--- src/design/utf8v_pkg.sv ---
// Shared types, constants and byte-classification functions for the UTF-8
// start and line counter. No dependencies.
`timescale 1ns / 1ps

package utf8v_pkg;

    // Running counter width and width of each result field
    localparam int COUNT_WIDTH = 40;
    localparam int OUT_WIDTH   = 40;
    localparam int WIN_DEPTH   = 3;

    // Byte codes and bounds
    localparam logic [7:0] NEWLINE   = 8'h0A;
    localparam logic [7:0] CONT_MASK = 8'hC0;
    localparam logic [7:0] CONT_TAG  = 8'h80;
    localparam logic [7:0] ASCII_TOP = 8'h80;
    localparam logic [7:0] TWO_LO    = 8'hC2;
    localparam logic [7:0] TWO_HI    = 8'hDF;
    localparam logic [7:0] THREE_LO  = 8'hE0;
    localparam logic [7:0] THREE_HI  = 8'hEF;
    localparam logic [7:0] THREE_SUR = 8'hED;
    localparam logic [7:0] FOUR_LO   = 8'hF0;
    localparam logic [7:0] FOUR_HI   = 8'hF4;
    localparam logic [7:0] SEC_LO    = 8'h80;
    localparam logic [7:0] SEC_HI    = 8'hBF;
    localparam logic [7:0] E0_SEC_LO = 8'hA0;
    localparam logic [7:0] ED_SEC_HI = 8'h9F;
    localparam logic [7:0] F0_SEC_LO = 8'h90;
    localparam logic [7:0] F4_SEC_HI = 8'h8F;

    // One accepted input byte
    typedef struct packed {
        logic [7:0] data_byte;
        logic       final_byte;
    } t_item;

    // Window contents with the new byte placed after the held ones
    typedef logic [3:0][7:0] t_lanes;

    // Classifier result handed to the counter stage
    typedef struct packed {
        t_lanes     lanes;
        logic [2:0] starts;
    } t_class;

    // A present byte of the form 10xxxxxx
    function automatic logic is_cont(input logic [7:0] b, input logic present);
        is_cont = present && ((b & CONT_MASK) == CONT_TAG);
    endfunction

    // Does v start a well-formed sequence, given the following bytes?
    function automatic logic valid_start(
        input logic [7:0] v,
        input logic [7:0] s, input logic s_ok,
        input logic [7:0] t, input logic t_ok,
        input logic [7:0] u, input logic u_ok
    );
        logic [7:0] lo;
        logic [7:0] hi;
        logic       res;
        lo  = SEC_LO;
        hi  = SEC_HI;
        res = 1'b0;
        if (v < ASCII_TOP) begin
            res = 1'b1;
        end else if (v >= TWO_LO && v <= TWO_HI) begin
            res = is_cont(s, s_ok);
        end else if (!s_ok) begin
            res = 1'b0;
        end else if (v >= THREE_LO && v <= THREE_HI) begin
            lo  = (v == THREE_LO)  ? E0_SEC_LO : SEC_LO;
            hi  = (v == THREE_SUR) ? ED_SEC_HI : SEC_HI;
            res = (s >= lo) && (s <= hi) && is_cont(t, t_ok);
        end else if (v >= FOUR_LO && v <= FOUR_HI) begin
            lo  = (v == FOUR_LO) ? F0_SEC_LO : SEC_LO;
            hi  = (v == FOUR_HI) ? F4_SEC_HI : SEC_HI;
            res = (s >= lo) && (s <= hi) && is_cont(t, t_ok) && is_cont(u, u_ok);
        end
        valid_start = res;
    endfunction

endpackage

--- src/design/utf8v_classify.sv ---
// Combinational classifier: places the new byte behind the window and counts
// well-formed sequence starts to retire. Depends on utf8v_pkg.
`timescale 1ns / 1ps

module utf8v_classify (
    input  logic [2:0][7:0]     i_window,
    input  logic [1:0]          i_fill,
    input  utf8v_pkg::t_item    i_item,
    output utf8v_pkg::t_class   o_class
);

    utf8v_pkg::t_lanes lanes;
    logic [2:0]        avail;
    logic [3:0]        present;
    logic [3:0]        start_ok;
    logic [2:0]        sum_final;

    // Build the four-byte view; positions past the new byte are missing
    always_comb begin
        avail = {1'b0, i_fill} + 3'd1;
        for (int i = 0; i < 4; i++) begin
            present[i] = (3'(i) < avail);
            if (3'(i) < {1'b0, i_fill}) begin
                lanes[i] = i_window[i[1:0]];
            end else if (3'(i) == {1'b0, i_fill}) begin
                lanes[i] = i_item.data_byte;
            end else begin
                lanes[i] = 8'h00;
            end
        end
    end

    // Check each position against the bytes that follow it
    always_comb begin
        start_ok[0] = utf8v_pkg::valid_start(lanes[0], lanes[1], present[1],
                                             lanes[2], present[2], lanes[3], present[3]);
        start_ok[1] = utf8v_pkg::valid_start(lanes[1], lanes[2], present[2],
                                             lanes[3], present[3], 8'h00, 1'b0);
        start_ok[2] = utf8v_pkg::valid_start(lanes[2], lanes[3], present[3],
                                             8'h00, 1'b0, 8'h00, 1'b0);
        start_ok[3] = utf8v_pkg::valid_start(lanes[3], 8'h00, 1'b0,
                                             8'h00, 1'b0, 8'h00, 1'b0);
    end

    // Final byte retires every held position; otherwise only the oldest when full
    always_comb begin
        sum_final = 3'd0;
        for (int i = 0; i < 4; i++) begin
            sum_final = sum_final + {2'b00, start_ok[i] & present[i]};
        end
        o_class.lanes = lanes;
        if (i_item.final_byte) begin
            o_class.starts = sum_final;
        end else if (i_fill == 2'd3) begin
            o_class.starts = {2'b00, start_ok[0]};
        end else begin
            o_class.starts = 3'd0;
        end
    end

endmodule

--- src/design/utf8v_core.sv ---
// Window, saturating counters and result register of the UTF-8 counter.
// Depends on utf8v_pkg and utf8v_classify.
`timescale 1ns / 1ps

module utf8v_core (
    input  logic                 i_clk,
    input  logic                 i_rst_n,
    input  logic                 i_valid,
    input  utf8v_pkg::t_item     i_item,
    output logic                 o_take,
    output logic                 o_out_valid,
    input  logic                 i_out_ready,
    output logic [utf8v_pkg::OUT_WIDTH-1:0] o_chars,
    output logic [utf8v_pkg::OUT_WIDTH-1:0] o_lines
);

    localparam int CW = utf8v_pkg::COUNT_WIDTH;
    localparam int OW = utf8v_pkg::OUT_WIDTH;

    logic [2:0][7:0]      r_window, n_window;
    logic [1:0]           r_fill, n_fill;
    logic [CW-1:0]        r_chars, n_chars;
    logic [CW-1:0]        r_lines, n_lines;
    logic                 r_out_valid, n_out_valid;
    logic [OW-1:0]        r_out_chars, n_out_chars;
    logic [OW-1:0]        r_out_lines, n_out_lines;
    utf8v_pkg::t_class    cls;
    logic [CW:0]          char_sum;
    logic [CW:0]          line_sum;
    logic [CW-1:0]        char_sat;
    logic [CW-1:0]        line_sat;

    utf8v_classify u_classify (
        .i_window (r_window),
        .i_fill   (r_fill),
        .i_item   (i_item),
        .o_class  (cls)
    );

    // A final byte waits only while an earlier result is still unread
    assign o_take = i_valid && (!i_item.final_byte || !r_out_valid || i_out_ready);

    // Saturating adds; the maximum is all ones, so the carry marks overflow
    always_comb begin
        char_sum = {1'b0, r_chars} + (CW + 1)'(cls.starts);
        line_sum = {1'b0, r_lines} +
                   (CW + 1)'(i_item.data_byte == utf8v_pkg::NEWLINE);
        char_sat = char_sum[CW] ? {CW{1'b1}} : char_sum[CW-1:0];
        line_sat = line_sum[CW] ? {CW{1'b1}} : line_sum[CW-1:0];
    end

    // Next state of window, counters and result
    always_comb begin
        n_window    = r_window;
        n_fill      = r_fill;
        n_chars     = r_chars;
        n_lines     = r_lines;
        n_out_valid = r_out_valid && !i_out_ready;
        n_out_chars = r_out_chars;
        n_out_lines = r_out_lines;
        if (o_take) begin
            if (i_item.final_byte) begin
                n_window    = '0;
                n_fill      = 2'd0;
                n_chars     = '0;
                n_lines     = '0;
                n_out_valid = 1'b1;
                n_out_chars = OW'(char_sat);
                n_out_lines = OW'(line_sat);
            end else begin
                n_chars = char_sat;
                n_lines = line_sat;
                if (r_fill == 2'd3) begin
                    n_window = {cls.lanes[3], cls.lanes[2], cls.lanes[1]};
                end else begin
                    n_window = {cls.lanes[2], cls.lanes[1], cls.lanes[0]};
                    n_fill   = r_fill + 2'd1;
                end
            end
        end
    end

    // Control state resets; result payload does not
    always_ff @(posedge i_clk) begin
        if (!i_rst_n) begin
            r_window    <= '0;
            r_fill      <= 2'd0;
            r_chars     <= '0;
            r_lines     <= '0;
            r_out_valid <= 1'b0;
        end else begin
            r_window    <= n_window;
            r_fill      <= n_fill;
            r_chars     <= n_chars;
            r_lines     <= n_lines;
            r_out_valid <= n_out_valid;
        end
    end

    always_ff @(posedge i_clk) begin
        r_out_chars <= n_out_chars;
        r_out_lines <= n_out_lines;
    end

    assign o_out_valid = r_out_valid;
    assign o_chars     = r_out_chars;
    assign o_lines     = r_out_lines;

`ifndef NO_ASSERTIONS
    // A final byte leaves an empty window and cleared counters
    a_final_clears: assert property (@(posedge i_clk) disable iff (!i_rst_n)
        (o_take && i_item.final_byte) |=> (r_fill == 2'd0 && r_chars == '0))
        else $error("window or counter not cleared after final byte");

    // A held byte that is not final never waits
    a_no_stall_mid: assert property (@(posedge i_clk) disable iff (!i_rst_n)
        (i_valid && !o_take) |-> (i_item.final_byte && r_out_valid && !i_out_ready))
        else $error("stage stalled without a pending result");

    // Character count never goes down within a stream
    a_chars_mono: assert property (@(posedge i_clk) disable iff (!i_rst_n)
        (o_take && !i_item.final_byte) |=> (r_chars >= $past(r_chars)))
        else $error("character count decreased mid-stream");

    // Window grows by one byte until full
    a_fill_grow: assert property (@(posedge i_clk) disable iff (!i_rst_n)
        (o_take && !i_item.final_byte && r_fill != 2'd3)
        |=> (r_fill == $past(r_fill) + 2'd1))
        else $error("window fill did not advance");
`endif

endmodule

--- src/design/utf8_valid_start_and_line_counter.sv ---
// Top level of the UTF-8 sequence-start and newline counter: input register
// plus counter core. Depends on utf8v_pkg and utf8v_core.
`timescale 1ns / 1ps

// Takes one text byte per clock on the slave stream, tlast marking the last
// byte of a stream. Each byte is first registered, then classified against a
// three-byte lookahead window and added to 40-bit saturating totals of
// well-formed UTF-8 sequence starts and of newline bytes. The transfer that
// carries tlast yields, through the input register and the result register,
// one result on the master stream with both totals, and the counters start
// again from zero. Sustained rate is one byte per cycle; the only stall is a
// final byte reaching the counter stage while the previous result still sits
// unread in the output register. No clearing pass is needed after reset.
module utf8_valid_start_and_line_counter (
    input  logic        i_clk,
    input  logic        i_rst_n,
    input  logic        s_axis_tvalid,
    output logic        s_axis_tready,
    input  logic [7:0]  s_axis_tdata,   // [7:0] data_byte
    input  logic        s_axis_tlast,   // final_byte
    output logic        m_axis_tvalid,
    input  logic        m_axis_tready,
    output logic [79:0] m_axis_tdata    // [39:0] char_count, [79:40] line_count
);

    logic                r_in_valid, n_in_valid;
    utf8v_pkg::t_item    r_in_item, n_in_item;
    logic                take;
    logic [utf8v_pkg::OUT_WIDTH-1:0] chars;
    logic [utf8v_pkg::OUT_WIDTH-1:0] lines;

    // Input register refills in the same cycle the core takes its byte
    assign s_axis_tready = !r_in_valid || take;

    always_comb begin
        n_in_valid = r_in_valid && !take;
        n_in_item  = r_in_item;
        if (s_axis_tvalid && s_axis_tready) begin
            n_in_valid           = 1'b1;
            n_in_item.data_byte  = s_axis_tdata;
            n_in_item.final_byte = s_axis_tlast;
        end
    end

    always_ff @(posedge i_clk) begin
        if (!i_rst_n) begin
            r_in_valid <= 1'b0;
        end else begin
            r_in_valid <= n_in_valid;
        end
    end

    always_ff @(posedge i_clk) begin
        r_in_item <= n_in_item;
    end

    utf8v_core u_core (
        .i_clk       (i_clk),
        .i_rst_n     (i_rst_n),
        .i_valid     (r_in_valid),
        .i_item      (r_in_item),
        .o_take      (take),
        .o_out_valid (m_axis_tvalid),
        .i_out_ready (m_axis_tready),
        .o_chars     (chars),
        .o_lines     (lines)
    );

    assign m_axis_tdata = {lines, chars};

endmodule
--- config.mk ---
export PLATFORM = sky130hd
export DESIGN_NAME = utf8_valid_start_and_line_counter
export DESIGN_NICKNAME = d
export VERILOG_FILES = /design/src/design/utf8v_pkg.sv /design/src/design/utf8v_classify.sv /design/src/design/utf8v_core.sv /design/src/design/utf8_valid_start_and_line_counter.sv
export SDC_FILE = /design/constraint.sdc
export NUM_CORES = 1
export LEC_CHECK = 0
export ABC_CLOCK_PERIOD_IN_PS = 19640
export BUFFER_PORTS_ARGS = -buffer_cell sky130_fd_sc_hd__buf_2
export CORE_MARGIN = 5
export CORE_UTILIZATION = 52
export DETAILED_ROUTE_END_ITERATION = 16
export HOLD_SLACK_MARGIN = 0.02
export PLACE_DENSITY = 0.83
export REMOVE_ABC_BUFFERS = 1
export SETUP_SLACK_MARGIN = 0.1
export SYNTH_ARGS = -nofsm -noshare
export SYNTH_HDL_FRONTEND = slang
export SYNTH_SLANG_ARGS = --single-unit
--- constraint.sdc ---
create_clock -name i_clk -period 19.64 [get_ports i_clk]
set_input_delay 2.946 -clock i_clk [delete_from_list [all_inputs] [get_ports i_clk]]
set_output_delay 2.946 -clock i_clk [all_outputs]
set_load 0.05 [all_outputs]
==> results.json <==
{
  "grt_pass1_wl_mm": 44.02,
  "cts.sinks": 197,
  "ctsRootBufferMaster": "clkbuf_16",
  "grt.overflow.total": 0,
  "place_congestion": 0.9414,
  "timing.final.crit_share_pct": 38.11,
  "worstSkewPairLatency_ps": 440,
  "numCtsBuffers": 17,
  "drt-total-wl_mm": 26.78,
  "drc": 0,
  "wl_per_cell_um": 17.48,
  "fmax_mhz": 133.6,
  "p_leak_nw": 4.470,
  "p_switching_w": 0.0002202,
  "crit_slowest_cell": "or3_1",
  "p_seq_share_pct": 51.2,
  "viasPerCell": 6.096,
  "worst-endpoint-arrival_ps": 7600,
  "grt_max_degree": 60,
  "clock_skew_ps": 8.841,
  "path_max_fanout": 29,
  "synth_edf_count": 89,
  "dp_slack_ps": 12270,
  "hold_violations": 0,
  "min_period_ps": 7485,
  "layout-drive-gt1-share_pct": 12.84,
  "core_area_um2": 20230,
  "final_common_cell": "nand2_1",
  "dieArea_um2": 23540,
  "cpPeakStageDelay_ps": 840,
  "drtAntennaViolNets": 0,
  "dr.pass1.iters": 7,
  "path_clk_slew_ps": 70,
  "stdcell_area_um2": 11890,
  "grt_antenna_before_repair": 0,
  "avgSynthCellArea_um2": 8.855,
  "ys_ff_latch": 197,
  "die_x_um": 153.4,
  "powerDensity_nw_per_um2": 72.19,
  "worstMarginPinSlew_ps": 1182,
  "cts_resized": 0,
  "p_int_w": 0.0006379,
  "hp-class": "reg2reg",
  "ys_async_sr_fraction_pct": 0,
  "syn_to_final_growth_pct": 11.12,
  "io_pins": 95,
  "worst-r2r-cell-count": 21,
  "h-tree-depth": 4,
  "switching_share_pct": 25.66,
  "cts_hold_buf": 0,
  "die_y_um": 153.4,
  "cts_max_path_buffers": 2,
  "track_usage_pct": 22.38,
  "cts_setup_buffers": 0,
  "antenna_cells": 0,
  "r2r_end": "u_core.o_chars[9]$_DFFE_PP_",
  "nets": 1284,
  "cp_cell_sequence": "inv_1 > ha_1 > mux2_2 > o21bai_1 > nor4_1 > ha_1 > nand3_1 > o22a_1 > o311ai_0 > o21ai_0 > fa_1 > inv_1 > ha_1 > a221o_1 > ha_1 > fa_1 > a21o_1 > and2_1 > nand2_1 > or3_1 > o21ai_0",
  "start_util_pct": 52.86,
  "synthFlopType": "dfxtp_1",
  "setup_tns_ps": 0,
  "status": "complete, no violations",
  "cts_tree": "built",
  "crit_top_cell": "ha_1",
  "final_core_util_pct": 58.74,
  "rows": 52,
  "worstHoldStart": "u_core.r_window[12]$_SDFFE_PN0P_",
  "drt-initial-drc-count": 834,
  "num_vias": 9339,
  "synth.distinct_cells": 70,
  "placed_area_um2": 11270,
  "critPathLaunchType": "register",
  "worstReg2RegStart": "u_core.r_fill[1]$_SDFFE_PN0P_",
  "clkPwrFrac_pct": 41.7,
  "reg2reg_slack_ps": 12150,
  "post-dp-hpwl_mm": 17.76,
  "crit_type": "reg2reg",
  "cap_violations": 0,
  "setup.worst_path.start": "u_core.r_fill[1]$_SDFFE_PN0P_",
  "maxSlewViolCount": 0,
  "n_fill_cell": 1728,
  "vdd_drop_max_v": 0.00006301,
  "hold_end": "u_core.r_window[12]$_SDFFE_PN0P_",
  "slew_headroom_pct": 20.74,
  "port_buffers": 94,
  "ys_seq_area_share_pct": 45.20,
  "cp-end-kind": "register",
  "post-route-worst-setup-slack_ps": 12150,
  "setup_violations": 0,
  "multi_input_area_um2": 5408,
  "netlist_area_um2": 10700,
  "grt_pass1_vias": 8872,
  "rsz0062_at_grt": "false",
  "final_cell_mix": "nand2_1, o21ai_0, dfxtp_1",
  "yosys_warnings": 0,
  "regArea_um2": 4835,
  "cp_top_family": "adder cells",
  "syn_inst": 1208,
  "hold_depth": 2,
  "crit_required_ps": 19760,
  "comb_power_share_pct": 7.1,
  "cp_num_buf_inv": 2
}
-- power by group through the flow --
stage	combinational (W)	sequential, W	clock [W]
detailed placement	0.0000606	0.000449	0
finish	0.0000608	0.000439	0.000358
CTS	0.0000609	0.000439	0.000361
global placement	0.0000596	0.000448	0
floorplan	0.0000221	0.000467	0
global route	0.0000650	0.000440	0.000382
-- cells in the mapped netlist, drive strengths merged, types with 10 or more instances --
| cell type | number | area (µm²) |
|---|---|---|
| clkbuf | 67 | 254.0 |
| nor2 | 54 | 202.7 |
| o21ai | 124 | 620.6 |
| a21oi | 76 | 380.4 |
| dfxtp | 108 | 2162 |
| xnor2 | 26 | 227.7 |
| xor2 | 21 | 183.9 |
| inv | 37 | 138.9 |
| a22o | 12 | 105.1 |
| and2 | 19 | 118.9 |
| nor2b | 34 | 212.7 |
| and4 | 17 | 148.9 |
| and3 | 29 | 181.4 |
| buf | 16 | 76.32 |
| o21a | 14 | 105.1 |
| nand2 | 157 | 591.8 |
| nand3 | 50 | 255.3 |
| edfxtp | 89 | 2673 |
| nand2b | 10 | 62.56 |
| nand4 | 20 | 140.1 |
| nor4 | 18 | 161.4 |
| a31oi | 19 | 118.9 |
| ha | 20 | 250.2 |
| a21boi | 23 | 172.7 |
| nor3 | 35 | 185.2 |
-- layer usage --
| metal | vias to the layer above | global-route usage, % | share of wire, % |
|---|---|---|---|
| met5 | - | 0 | 0 |
| met4 | 0 | 7.401 | 2.3 |
| met3 | 61 | 3.817 | 7.0 |
| met2 | 386 | 38.02 | 49 |
| met1 | 4388 | 29.17 | 42 |
| li1 | 4504 | - | - |
-- worst reg2reg max path: cells and delay by family, from the launching register on --
family | cells | cell delay [ps]
compound gates | 7 | 1940
mux | 1 | 420
flops | 1 | 750
fa+ha+maj | 6 | 2140
simple gates | 5 | 1580
buf+inv | 2 | 330
-- kinds of logic after synthesis --
family,share of synthesized area (%)
compound gates,20.08
fa+ha+maj,2.714
mux,1.100
simple gates,22.67
buf+inv,4.386
flops,45.20
xor+xnor,3.848
-- through the flow --
stage          cells  total power, W  hold WS, ps
6_report        1532       0.0008581        485.0
5_1_grt         1532       0.0008868        508.8
4_1_cts         1532       0.0008613        488.1
3_5_place_dp    1500       0.0005092        479.6
3_3_place_gp    1500       0.0005080        452.8
2_1_floorplan   1125       0.0004895        441.0
-- registers in the layout, summed over array words and instances (netlist names) --
| name | count |
|---|---|
| u_core.o_chars | 40 |
| r_in_item | 9 |
| u_core.r_lines | 40 |
| u_core.o_lines | 40 |
| u_core.r_window | 24 |
| u_core.o_out_valid | 1 |
| u_core.r_fill | 2 |
| r_in_valid | 1 |
| u_core.r_chars | 40 |
-- how the worst max path moves through the flow --
stage / end / slack, ps / cells after the start
after floorplan: u_core.r_chars[24]$_SDFFE_PN0P_ / 12450 / 6
after CTS: u_core.o_chars[9]$_DFFE_PP_ / 12220 / 21
final: u_core.o_chars[9]$_DFFE_PP_ / 12150 / 21
after global routing: u_core.r_chars[25]$_SDFFE_PN0P_ / 11690 / 22
after detailed placement: u_core.o_chars[9]$_DFFE_PP_ / 12270 / 21
after global placement: u_core.r_chars[2]$_SDFFE_PN0P_ / 12610 / 22
-- layout make-up --
cell class                 instances  area share [%]
timing repair buffer             105           4.653
multi-input combinational        891           45.49
inverter                          37           1.179
sequential                       197           40.67
tap                              270           2.842
clock buffer                      19           3.811
clock inverter                    13           1.347
Power figures use the tool's default switching activity.
